File: src/rtl/core/sgc_pkg.sv
// Shared types and constants for the scatter-gather chunker.
`default_nettype none
package sgc_pkg;

  localparam int unsigned MAX_ENTRIES_DEF = 16;
  localparam int unsigned LEN_W           = 31;
  localparam int unsigned ADDR_W          = 64;
  localparam int unsigned KEY_W           = 32;
  localparam int unsigned CNT_W           = 5;
  localparam int unsigned IDX_W           = 4;

  localparam logic [1:0] ACT_LOAD  = 2'd0;
  localparam logic [1:0] ACT_START = 2'd1;
  localparam logic [1:0] ACT_COPY  = 2'd2;

  localparam logic [1:0] STS_OK        = 2'd0;
  localparam logic [1:0] STS_TOO_LONG  = 2'd1;
  localparam logic [1:0] STS_NO_ENTRY  = 2'd2;

  typedef struct packed {
    logic [1:0]        action;
    logic [IDX_W-1:0]  entry_index;
    logic [ADDR_W-1:0] entry_address;
    logic [LEN_W-1:0]  entry_length;
    logic [KEY_W-1:0]  entry_key;
    logic [CNT_W-1:0]  entry_count;
    logic [LEN_W-1:0]  total_bytes;
    logic [LEN_W-1:0]  copy_length;
    logic [ADDR_W-1:0] buffer_base;
  } in_item_t;

  typedef struct packed {
    logic [1:0]        status;
    logic [KEY_W-1:0]  chunk_key;
    logic [ADDR_W-1:0] chunk_address;
    logic [LEN_W-1:0]  chunk_bytes;
    logic [ADDR_W-1:0] buffer_address;
    logic              last;
  } out_item_t;

  typedef struct packed {
    logic [KEY_W-1:0]  key;
    logic [LEN_W-1:0]  length;
    logic [ADDR_W-1:0] address;
  } table_entry_t;

  // Classified operation handed from the front end to the walker.
  typedef enum logic [1:0] {
    OP_ACK   = 2'd0,
    OP_LOAD  = 2'd1,
    OP_START = 2'd2,
    OP_COPY  = 2'd3
  } op_t;

  typedef struct packed {
    op_t               op;
    logic [IDX_W-1:0]  index;
    table_entry_t      entry;
    logic [CNT_W-1:0]  count;
    logic [LEN_W-1:0]  bytes;
    logic [ADDR_W-1:0] base;
  } cmd_t;

endpackage
`default_nettype wire

File: src/rtl/core/sgc_ram.sv
// Generic single-write, single-read RAM with registered read data.
`default_nettype none
module sgc_ram #(
  parameter int unsigned WIDTH = 8,
  parameter int unsigned DEPTH = 16
) (
  input  wire logic                                 clk,
  input  wire logic                                 we,
  input  wire logic [(DEPTH > 1 ? $clog2(DEPTH) : 1)-1:0] waddr,
  input  wire logic [WIDTH-1:0]                     wdata,
  input  wire logic [(DEPTH > 1 ? $clog2(DEPTH) : 1)-1:0] raddr,
  output logic      [WIDTH-1:0]                     rdata
);

  logic [WIDTH-1:0] mem [DEPTH];

  always_ff @(posedge clk) begin
    if (we) begin
      mem[waddr] <= wdata;
    end
    rdata <= mem[raddr];
  end

endmodule
`default_nettype wire

File: src/rtl/core/sgc_front.sv
// Front end: accepts beats, classifies them and queues them for the walker.
`default_nettype none
module sgc_front #(
  parameter int unsigned MAX_ENTRIES = sgc_pkg::MAX_ENTRIES_DEF
) (
  input  wire logic              clk,
  input  wire logic              rst_n,
  input  wire logic              in_valid,
  output logic                   in_ready,
  input  wire sgc_pkg::in_item_t in_item,
  output logic                   cmd_valid,
  input  wire logic              cmd_ready,
  output sgc_pkg::cmd_t          cmd
);

  sgc_pkg::cmd_t  slot_r [2];
  sgc_pkg::cmd_t  cls;
  logic           wr_ptr_r, wr_ptr_nxt;
  logic           rd_ptr_r, rd_ptr_nxt;
  logic [1:0]     count_r, count_nxt;
  logic           push, pop;

  always_comb begin
    cls                = '0;
    cls.index          = in_item.entry_index;
    cls.entry.key      = in_item.entry_key;
    cls.entry.length   = in_item.entry_length;
    cls.entry.address  = in_item.entry_address;
    cls.base           = in_item.buffer_base;
    if (32'(in_item.entry_count) > MAX_ENTRIES) begin
      cls.count = sgc_pkg::CNT_W'(MAX_ENTRIES);
    end else begin
      cls.count = in_item.entry_count;
    end
    cls.bytes = in_item.copy_length;
    cls.op    = sgc_pkg::OP_ACK;
    unique case (in_item.action)
      sgc_pkg::ACT_LOAD: begin
        // A slot beyond the table is acknowledged but not written.
        if (32'(in_item.entry_index) < MAX_ENTRIES) begin
          cls.op = sgc_pkg::OP_LOAD;
        end
      end
      sgc_pkg::ACT_START: begin
        cls.op    = sgc_pkg::OP_START;
        cls.bytes = in_item.total_bytes;
      end
      sgc_pkg::ACT_COPY: begin
        if (in_item.copy_length != '0) begin
          cls.op = sgc_pkg::OP_COPY;
        end
      end
      default: cls.op = sgc_pkg::OP_ACK;
    endcase
  end

  assign in_ready  = (count_r != 2'd2);
  assign cmd_valid = (count_r != 2'd0);
  assign cmd       = slot_r[rd_ptr_r];
  assign push      = in_valid && in_ready;
  assign pop       = cmd_valid && cmd_ready;

  always_comb begin
    wr_ptr_nxt = push ? ~wr_ptr_r : wr_ptr_r;
    rd_ptr_nxt = pop ? ~rd_ptr_r : rd_ptr_r;
    count_nxt  = count_r + 2'(push) - 2'(pop);
  end

  always_ff @(posedge clk) begin
    if (!rst_n) begin
      wr_ptr_r <= 1'b0;
      rd_ptr_r <= 1'b0;
      count_r  <= 2'd0;
    end else begin
      wr_ptr_r <= wr_ptr_nxt;
      rd_ptr_r <= rd_ptr_nxt;
      count_r  <= count_nxt;
    end
    if (push) begin
      slot_r[wr_ptr_r] <= cls;
    end
  end

endmodule
`default_nettype wire

File: src/rtl/core/sgc_back.sv
// Back end: carries out queued operations and walks the table chunk by chunk.
`default_nettype none
module sgc_back #(
  parameter int unsigned MAX_ENTRIES = sgc_pkg::MAX_ENTRIES_DEF,
  localparam int unsigned AW = (MAX_ENTRIES > 1) ? $clog2(MAX_ENTRIES) : 1,
  localparam int unsigned CW = $clog2(MAX_ENTRIES + 1)
) (
  input  wire logic                  clk,
  input  wire logic                  rst_n,
  input  wire logic                  cmd_valid,
  output logic                       cmd_ready,
  input  wire sgc_pkg::cmd_t         cmd,
  output logic                       tbl_we,
  output logic [AW-1:0]              tbl_waddr,
  output sgc_pkg::table_entry_t      tbl_wdata,
  output logic [AW-1:0]              tbl_raddr,
  input  wire sgc_pkg::table_entry_t tbl_rdata,
  output logic                       out_valid,
  input  wire logic                  out_ready,
  output sgc_pkg::out_item_t         out_item
);

  typedef enum logic {ST_IDLE, ST_WALK} state_t;

  state_t                       state_r, state_nxt;
  logic [CW-1:0]                valid_r, valid_nxt;
  logic [CW-1:0]                cursor_r, cursor_nxt;
  logic [sgc_pkg::LEN_W-1:0]    offset_r, offset_nxt;
  logic [sgc_pkg::LEN_W-1:0]    remaining_r, remaining_nxt;
  logic [CW-1:0]                cur_r, cur_nxt;
  logic [sgc_pkg::LEN_W-1:0]    off_r, off_nxt;
  logic [sgc_pkg::LEN_W-1:0]    left_r, left_nxt;
  logic [sgc_pkg::LEN_W-1:0]    done_r, done_nxt;
  logic [sgc_pkg::LEN_W-1:0]    req_r, req_nxt;
  logic [sgc_pkg::ADDR_W-1:0]   base_r, base_nxt;
  logic                         out_valid_r, out_valid_nxt;
  sgc_pkg::out_item_t           out_item_r, out_item_nxt;

  logic                         emit_ok;
  logic                         in_list;
  logic [sgc_pkg::LEN_W-1:0]    elen, avail, bytes;
  logic [CW-1:0]                cur_step;

  assign emit_ok   = !out_valid_r || out_ready;
  assign cmd_ready = (state_r == ST_IDLE) && emit_ok;
  assign out_valid = out_valid_r;
  assign out_item  = out_item_r;

  assign tbl_we    = cmd_valid && cmd_ready && (cmd.op == sgc_pkg::OP_LOAD);
  assign tbl_waddr = AW'(cmd.index);
  assign tbl_wdata = cmd.entry;
  // The read address follows the next cursor so that the entry is ready when the cursor takes that value.
  assign tbl_raddr = AW'(cur_nxt);

  assign in_list  = (cur_r < valid_r);
  assign elen     = in_list ? tbl_rdata.length : '0;
  assign avail    = elen - off_r;
  assign bytes    = (avail > left_r) ? left_r : avail;
  assign cur_step = in_list ? cur_r + 1'b1 : cur_r;

  always_comb begin
    state_nxt     = state_r;
    valid_nxt     = valid_r;
    cursor_nxt    = cursor_r;
    offset_nxt    = offset_r;
    remaining_nxt = remaining_r;
    cur_nxt       = cur_r;
    off_nxt       = off_r;
    left_nxt      = left_r;
    done_nxt      = done_r;
    req_nxt       = req_r;
    base_nxt      = base_r;
    out_valid_nxt = out_valid_r && !out_ready;
    out_item_nxt  = out_item_r;

    unique case (state_r)
      ST_IDLE: begin
        if (cmd_valid && cmd_ready) begin
          out_valid_nxt = 1'b1;
          out_item_nxt  = '0;
          out_item_nxt.status = sgc_pkg::STS_OK;
          out_item_nxt.last   = 1'b1;
          unique case (cmd.op)
            sgc_pkg::OP_START: begin
              valid_nxt     = CW'(cmd.count);
              remaining_nxt = cmd.bytes;
              cursor_nxt    = '0;
              offset_nxt    = '0;
            end
            sgc_pkg::OP_COPY: begin
              if (cmd.bytes > remaining_r) begin
                out_item_nxt.status = sgc_pkg::STS_TOO_LONG;
              end else begin
                out_valid_nxt = out_valid_r && !out_ready;
                out_item_nxt  = out_item_r;
                state_nxt     = ST_WALK;
                cur_nxt       = cursor_r;
                off_nxt       = offset_r;
                left_nxt      = cmd.bytes;
                done_nxt      = '0;
                req_nxt       = cmd.bytes;
                base_nxt      = cmd.base;
              end
            end
            default: begin
            end
          endcase
        end
      end
      ST_WALK: begin
        if (off_r >= elen) begin
          // Current entry is used up or empty: step to the next one, or report no entry past the list.
          if (cur_step < valid_r) begin
            cur_nxt = cur_step;
            off_nxt = '0;
          end else if (emit_ok) begin
            out_valid_nxt       = 1'b1;
            out_item_nxt        = '0;
            out_item_nxt.status = sgc_pkg::STS_NO_ENTRY;
            out_item_nxt.last   = 1'b1;
            cursor_nxt          = cur_step;
            cur_nxt             = cur_step;
            state_nxt           = ST_IDLE;
          end
        end else if (emit_ok) begin
          out_valid_nxt                = 1'b1;
          out_item_nxt.status          = sgc_pkg::STS_OK;
          out_item_nxt.chunk_key       = tbl_rdata.key;
          out_item_nxt.chunk_address   = tbl_rdata.address + sgc_pkg::ADDR_W'(off_r);
          out_item_nxt.chunk_bytes     = bytes;
          out_item_nxt.buffer_address  = base_r + sgc_pkg::ADDR_W'(done_r);
          out_item_nxt.last            = (bytes == left_r);
          off_nxt  = off_r + bytes;
          left_nxt = left_r - bytes;
          done_nxt = done_r + bytes;
          if (bytes == left_r) begin
            cursor_nxt    = cur_r;
            offset_nxt    = off_r + bytes;
            remaining_nxt = remaining_r - req_r;
            state_nxt     = ST_IDLE;
          end
        end
      end
      default: state_nxt = ST_IDLE;
    endcase
  end

  always_ff @(posedge clk) begin
    if (!rst_n) begin
      state_r     <= ST_IDLE;
      valid_r     <= '0;
      cursor_r    <= '0;
      offset_r    <= '0;
      remaining_r <= '0;
      cur_r       <= '0;
      out_valid_r <= 1'b0;
    end else begin
      state_r     <= state_nxt;
      valid_r     <= valid_nxt;
      cursor_r    <= cursor_nxt;
      offset_r    <= offset_nxt;
      remaining_r <= remaining_nxt;
      cur_r       <= cur_nxt;
      out_valid_r <= out_valid_nxt;
    end
    off_r      <= off_nxt;
    left_r     <= left_nxt;
    done_r     <= done_nxt;
    req_r      <= req_nxt;
    base_r     <= base_nxt;
    out_item_r <= out_item_nxt;
  end

endmodule
`default_nettype wire

File: src/rtl/core/scatter_gather_chunker.sv
// Scatter-gather chunker: a two-beat command queue feeds a table walker.
// An acknowledgement passes a queue slot and the walker's output register; a copy's first
// chunk passes a queue slot, the walk state and the output register after any skipped entries.
// The walker takes one queued beat per cycle while idle with its output free; a copy then
// emits one chunk or skips one entry per cycle, holding chunks while the output is stalled.
// Reset clears the queue, cursor, offset and counts; table contents are undefined until loaded.
`default_nettype none
module scatter_gather_chunker #(
  parameter int unsigned MAX_ENTRIES = sgc_pkg::MAX_ENTRIES_DEF
) (
  input  wire logic               clk,
  input  wire logic               rst_n,
  input  wire logic               in_valid,
  output logic                    in_ready,
  input  wire sgc_pkg::in_item_t  in_item,
  output logic                    out_valid,
  input  wire logic               out_ready,
  output sgc_pkg::out_item_t      out_item
);

  localparam int unsigned AW = (MAX_ENTRIES > 1) ? $clog2(MAX_ENTRIES) : 1;

  logic                  cmd_valid, cmd_ready;
  sgc_pkg::cmd_t         cmd;
  logic                  tbl_we;
  logic [AW-1:0]         tbl_waddr, tbl_raddr;
  sgc_pkg::table_entry_t tbl_wdata, tbl_rdata;

  sgc_front #(.MAX_ENTRIES(MAX_ENTRIES)) u_front (
    .clk       (clk),
    .rst_n     (rst_n),
    .in_valid  (in_valid),
    .in_ready  (in_ready),
    .in_item   (in_item),
    .cmd_valid (cmd_valid),
    .cmd_ready (cmd_ready),
    .cmd       (cmd)
  );

  sgc_ram #(
    .WIDTH ($bits(sgc_pkg::table_entry_t)),
    .DEPTH (MAX_ENTRIES)
  ) u_table (
    .clk   (clk),
    .we    (tbl_we),
    .waddr (tbl_waddr),
    .wdata (tbl_wdata),
    .raddr (tbl_raddr),
    .rdata (tbl_rdata)
  );

  sgc_back #(.MAX_ENTRIES(MAX_ENTRIES)) u_back (
    .clk       (clk),
    .rst_n     (rst_n),
    .cmd_valid (cmd_valid),
    .cmd_ready (cmd_ready),
    .cmd       (cmd),
    .tbl_we    (tbl_we),
    .tbl_waddr (tbl_waddr),
    .tbl_wdata (tbl_wdata),
    .tbl_raddr (tbl_raddr),
    .tbl_rdata (tbl_rdata),
    .out_valid (out_valid),
    .out_ready (out_ready),
    .out_item  (out_item)
  );

endmodule
`default_nettype wire

File: config.mk
export PLATFORM = sky130hd
export DESIGN_NAME = scatter_gather_chunker
export DESIGN_NICKNAME = d
export VERILOG_FILES = /design/src/rtl/core/sgc_pkg.sv /design/src/rtl/core/sgc_ram.sv /design/src/rtl/core/sgc_front.sv /design/src/rtl/core/sgc_back.sv /design/src/rtl/core/scatter_gather_chunker.sv
export SDC_FILE = /design/constraint.sdc
export NUM_CORES = 2
export LEC_CHECK = 0
export ABC_AREA = 1
export ABC_CLOCK_PERIOD_IN_PS = 49000
export BUFFER_PORTS_ARGS = -buffer_cell sky130_fd_sc_hd__buf_2
export CORE_AREA = 2 2 567 400
export CTS_CLUSTER_DIAMETER = 60
export DETAILED_ROUTE_END_ITERATION = 6
export DIE_AREA = 0 0 569 402
export GPL_TIMING_DRIVEN = 1
export HOLD_SLACK_MARGIN = 0.06
export PLACE_DENSITY = 0.8
export SLEW_MARGIN = 20
export SYNTH_ARGS = -nofsm -noshare
export SYNTH_HDL_FRONTEND = slang
export SYNTH_SLANG_ARGS = --single-unit
File: constraint.sdc
create_clock -name clk -period 49 [get_ports clk]
set_clock_uncertainty 0.15 [all_clocks]
set_input_delay 2.45 -clock clk [delete_from_list [all_inputs] [get_ports clk]]
set_output_delay 2.45 -clock clk [all_outputs]
set_load 0.05 [all_outputs]
==> flow_summary.json <==
{
  "syn_nets": 14066,
  "io_buffers": 463,
  "die_w_um": 569,
  "finalSetupViolations": 0,
  "avgSynthCellArea_um2": 10.4,
  "synthCells": 13510,
  "grt_pass1_vias": 98618,
  "drt_pass1_iterations": 7,
  "grtUsageMet2_pct": 54.2,
  "yosysWarnings": 0,
  "rsz0062_at_grt": "no",
  "yosysSeqAreaShare_pct": 64.7,
  "violations": "DRC",
  "antenna_left": 0,
  "top_usage_layer": "met1",
  "clk_pin_slew_ps": 60,
  "hold_viol": 0,
  "areaGrowthSynthToFinish_pct": 10.1,
  "cts_buffer_depth": 4,
  "cts_resized": 0,
  "fmax_ghz": 0.0967,
  "cp.required_ps": 49670,
  "worst_pin_slew_ps": 1270,
  "gr-usage-all-layers_pct": 36.9,
  "drt_drc_violations_left": 1,
  "num_vias": 104970,
  "final_cell_count_no_fill": 16938,
  "rows": 146,
  "crit_path_max_incr_delay_ps": 1030,
  "ios": 464,
  "yosysTopAreaCell": "edfxtp_1",
  "ys_types": 60,
  "gp_congestion": 0.980,
  "ys_seq_elements": 3091,
  "grt_pass1_wl_um": 629000,
  "status": "complete, but fails checks",
  "overflow": 0,
  "end_kind": "flip-flop",
  "critPathSlowestCell": "o21ai_0",
  "relSlewSlack_pct": 14.4,
  "grt_use_met3_pct": 8.51,
  "tns_ps": 0,
  "path_common_cell": "nand2_1",
  "cts_sinks": 3091,
  "core_area_um2": 224000,
  "cap_violations": 0,
  "async_reset_ff_share_pct": 0,
  "finalCriticalPeriod_ps": 10350,
  "cts_setup_buffers": 0,
  "critPathKind": "flip-flop to flip-flop",
  "avgRoutedWirePerCell_um": 25.5,
  "synth_top_area_share_pct": 61.7,
  "clk_latency_ps": 900,
  "dieArea_um2": 229000,
  "use_met1_pct": 54.5,
  "htreeDepth": 5,
  "root_buffer": "clkbuf_16",
  "design_area_um2": 154000,
  "synth.area.top_cells": "edfxtp_1, nand2_1, nand3_1",
  "holdCritPathClass": "flip-flop to flip-flop",
  "drtIter0Drc": 16388,
  "wl_um": 432000,
  "initial_core_util_pct": 62.5,
  "hold_buffers": 0,
  "dp_hpwl_um": 260000,
  "placed_area_um2": 145000,
  "numCtsBuffers": 296,
  "period_share_pct": 21.1,
  "synth_edf_count": 2880,
  "synth_top_flop_cell": "edfxtp_1",
  "place_inst": 16396,
  "worstPathArrival_ps": 11020,
  "drive_gt1_share_pct": 8.28,
  "synth.cell_area_um2": 140000,
  "grt_max_degree": 234,
  "via_per_inst": 6.20,
  "crit_fanout": 62,
  "die_h_um": 402,
  "antenna_found_initial": 45,
  "nets": 14290,
  "maxSlewViolCount": 0,
  "cp-start-kind": "flip-flop",
  "cts_tree": "built"
}
## synth_stat cells (68+ instances only)
library cell / instances
ha_1: 281
nor3_1: 81
buf_2: 246
nand2_1: 3765
dfxtp_1: 211
nand3_1: 1958
edfxtp_1: 2880
nor2_1: 571
o21ai_0: 271
xor2_1: 68
nand3b_1: 556
inv_1: 1307
a21oi_1: 432
clkbuf_1: 338
## worst max-delay path, delay by kind of cell, from the launching register on
kind	cells	cell delay (ps)
buffers and inverters	4	860
adders and majority gates	4	1390
AOI/OAI and AO/OA	7	2410
and+or+nand+nor	27	4740
DFF	1	340
xor gates and xnor gates	1	240
## stage by stage
stage	setup WS (ps)	util (%)	hold slack (ps)
3_5_place_dp	38790	64.6	308
4_1_cts	38740	68.9	305
3_3_place_gp	39120	64.6	279
5_1_grt	37750	68.9	327
6_report	38650	68.9	320
2_1_floorplan	31080	-	276
## final timing paths
check,endpoint,cells past startpoint,slack [ps],startpoint
setup / recovery,u_back.remaining_r[13],43,38650,u_back.cur_r[2]
hold / removal,u_back.offset_r[0],2,320,u_back.offset_r[0]
setup reg to reg,u_back.remaining_r[13],43,38650,u_back.cur_r[2]
hold reg to reg,u_back.offset_r[0],2,320,u_back.offset_r[0]
## metal layers
| metal | vias up | wire length, um |
|---|---|---|
| met5 | - | 283 |
| met4 | 24 | 16100 |
| met3 | 1080 | 58300 |
| met2 | 7335 | 188000 |
| met1 | 49948 | 170000 |
| li1 | 46583 | - |
## cells in the final DEF (no fill, tap or decap), drive strengths merged, types with 20 or more instances in the layout
| cell | instances |
|---|---|
| a21oi | 432 |
| o21a | 28 |
| a31oi | 37 |
| nand3 | 1961 |
| or2 | 53 |
| dfxtp | 211 |
| nor4 | 37 |
| xor2 | 68 |
| edfxtp | 2880 |
| nor2 | 572 |
| nand4 | 61 |
| inv | 1333 |
| nor2b | 23 |
| o22ai | 31 |
| clkinv | 98 |
| ha | 281 |
| mux2 | 31 |
| o21ai | 278 |
| clkbuf | 385 |
| bufinv | 20 |
| nand2 | 3772 |
| nor3 | 81 |
| nand3b | 556 |
| buf | 596 |
## registers in the layout (all words and copies together), names as in the netlist, 31 cells and up, named ones only
name,cells
u_back.base_r,64
u_back.done_r,31
u_back.left_r,31
u_back.off_r,31
u_back.offset_r,31
u_back.out_item,194
u_back.remaining_r,31
u_back.req_r,31
u_front.slot_r,466
u_table.mem,2032
u_table.rdata,127
## area by class of cell
cell class | count | area (um^2)
Sequential cell | 3091 | 90700
Fill cell | 15860 | 69800
Multi-Input combinational cell | 8432 | 41900
Clock buffer | 385 | 8050
Inverter | 1317 | 4970
Tap cell | 2960 | 3700
Timing Repair Buffer | 596 | 3650
Clock inverter | 145 | 1400
Antenna cell | 12 | 30.0
## cell families (layout without fill, tap and decap cells)
family	Yosys count	count (layout)	share of synthesized area [%]
buffers and inverters	1987	2443	5.62
adders and majority gates	288	288	2.61
xor gates and xnor gates	87	87	0.543
AOI/OAI and AO/OA	895	895	3.48
muxes	32	32	0.256
DFF	3091	3091	64.7
and+or+nand+nor	7130	7130	22.8
other	0	12	0
Power is left out: the tool's default activity adds up to more than one toggle a clock period on the data nets, which glitch-free logic cannot reach.
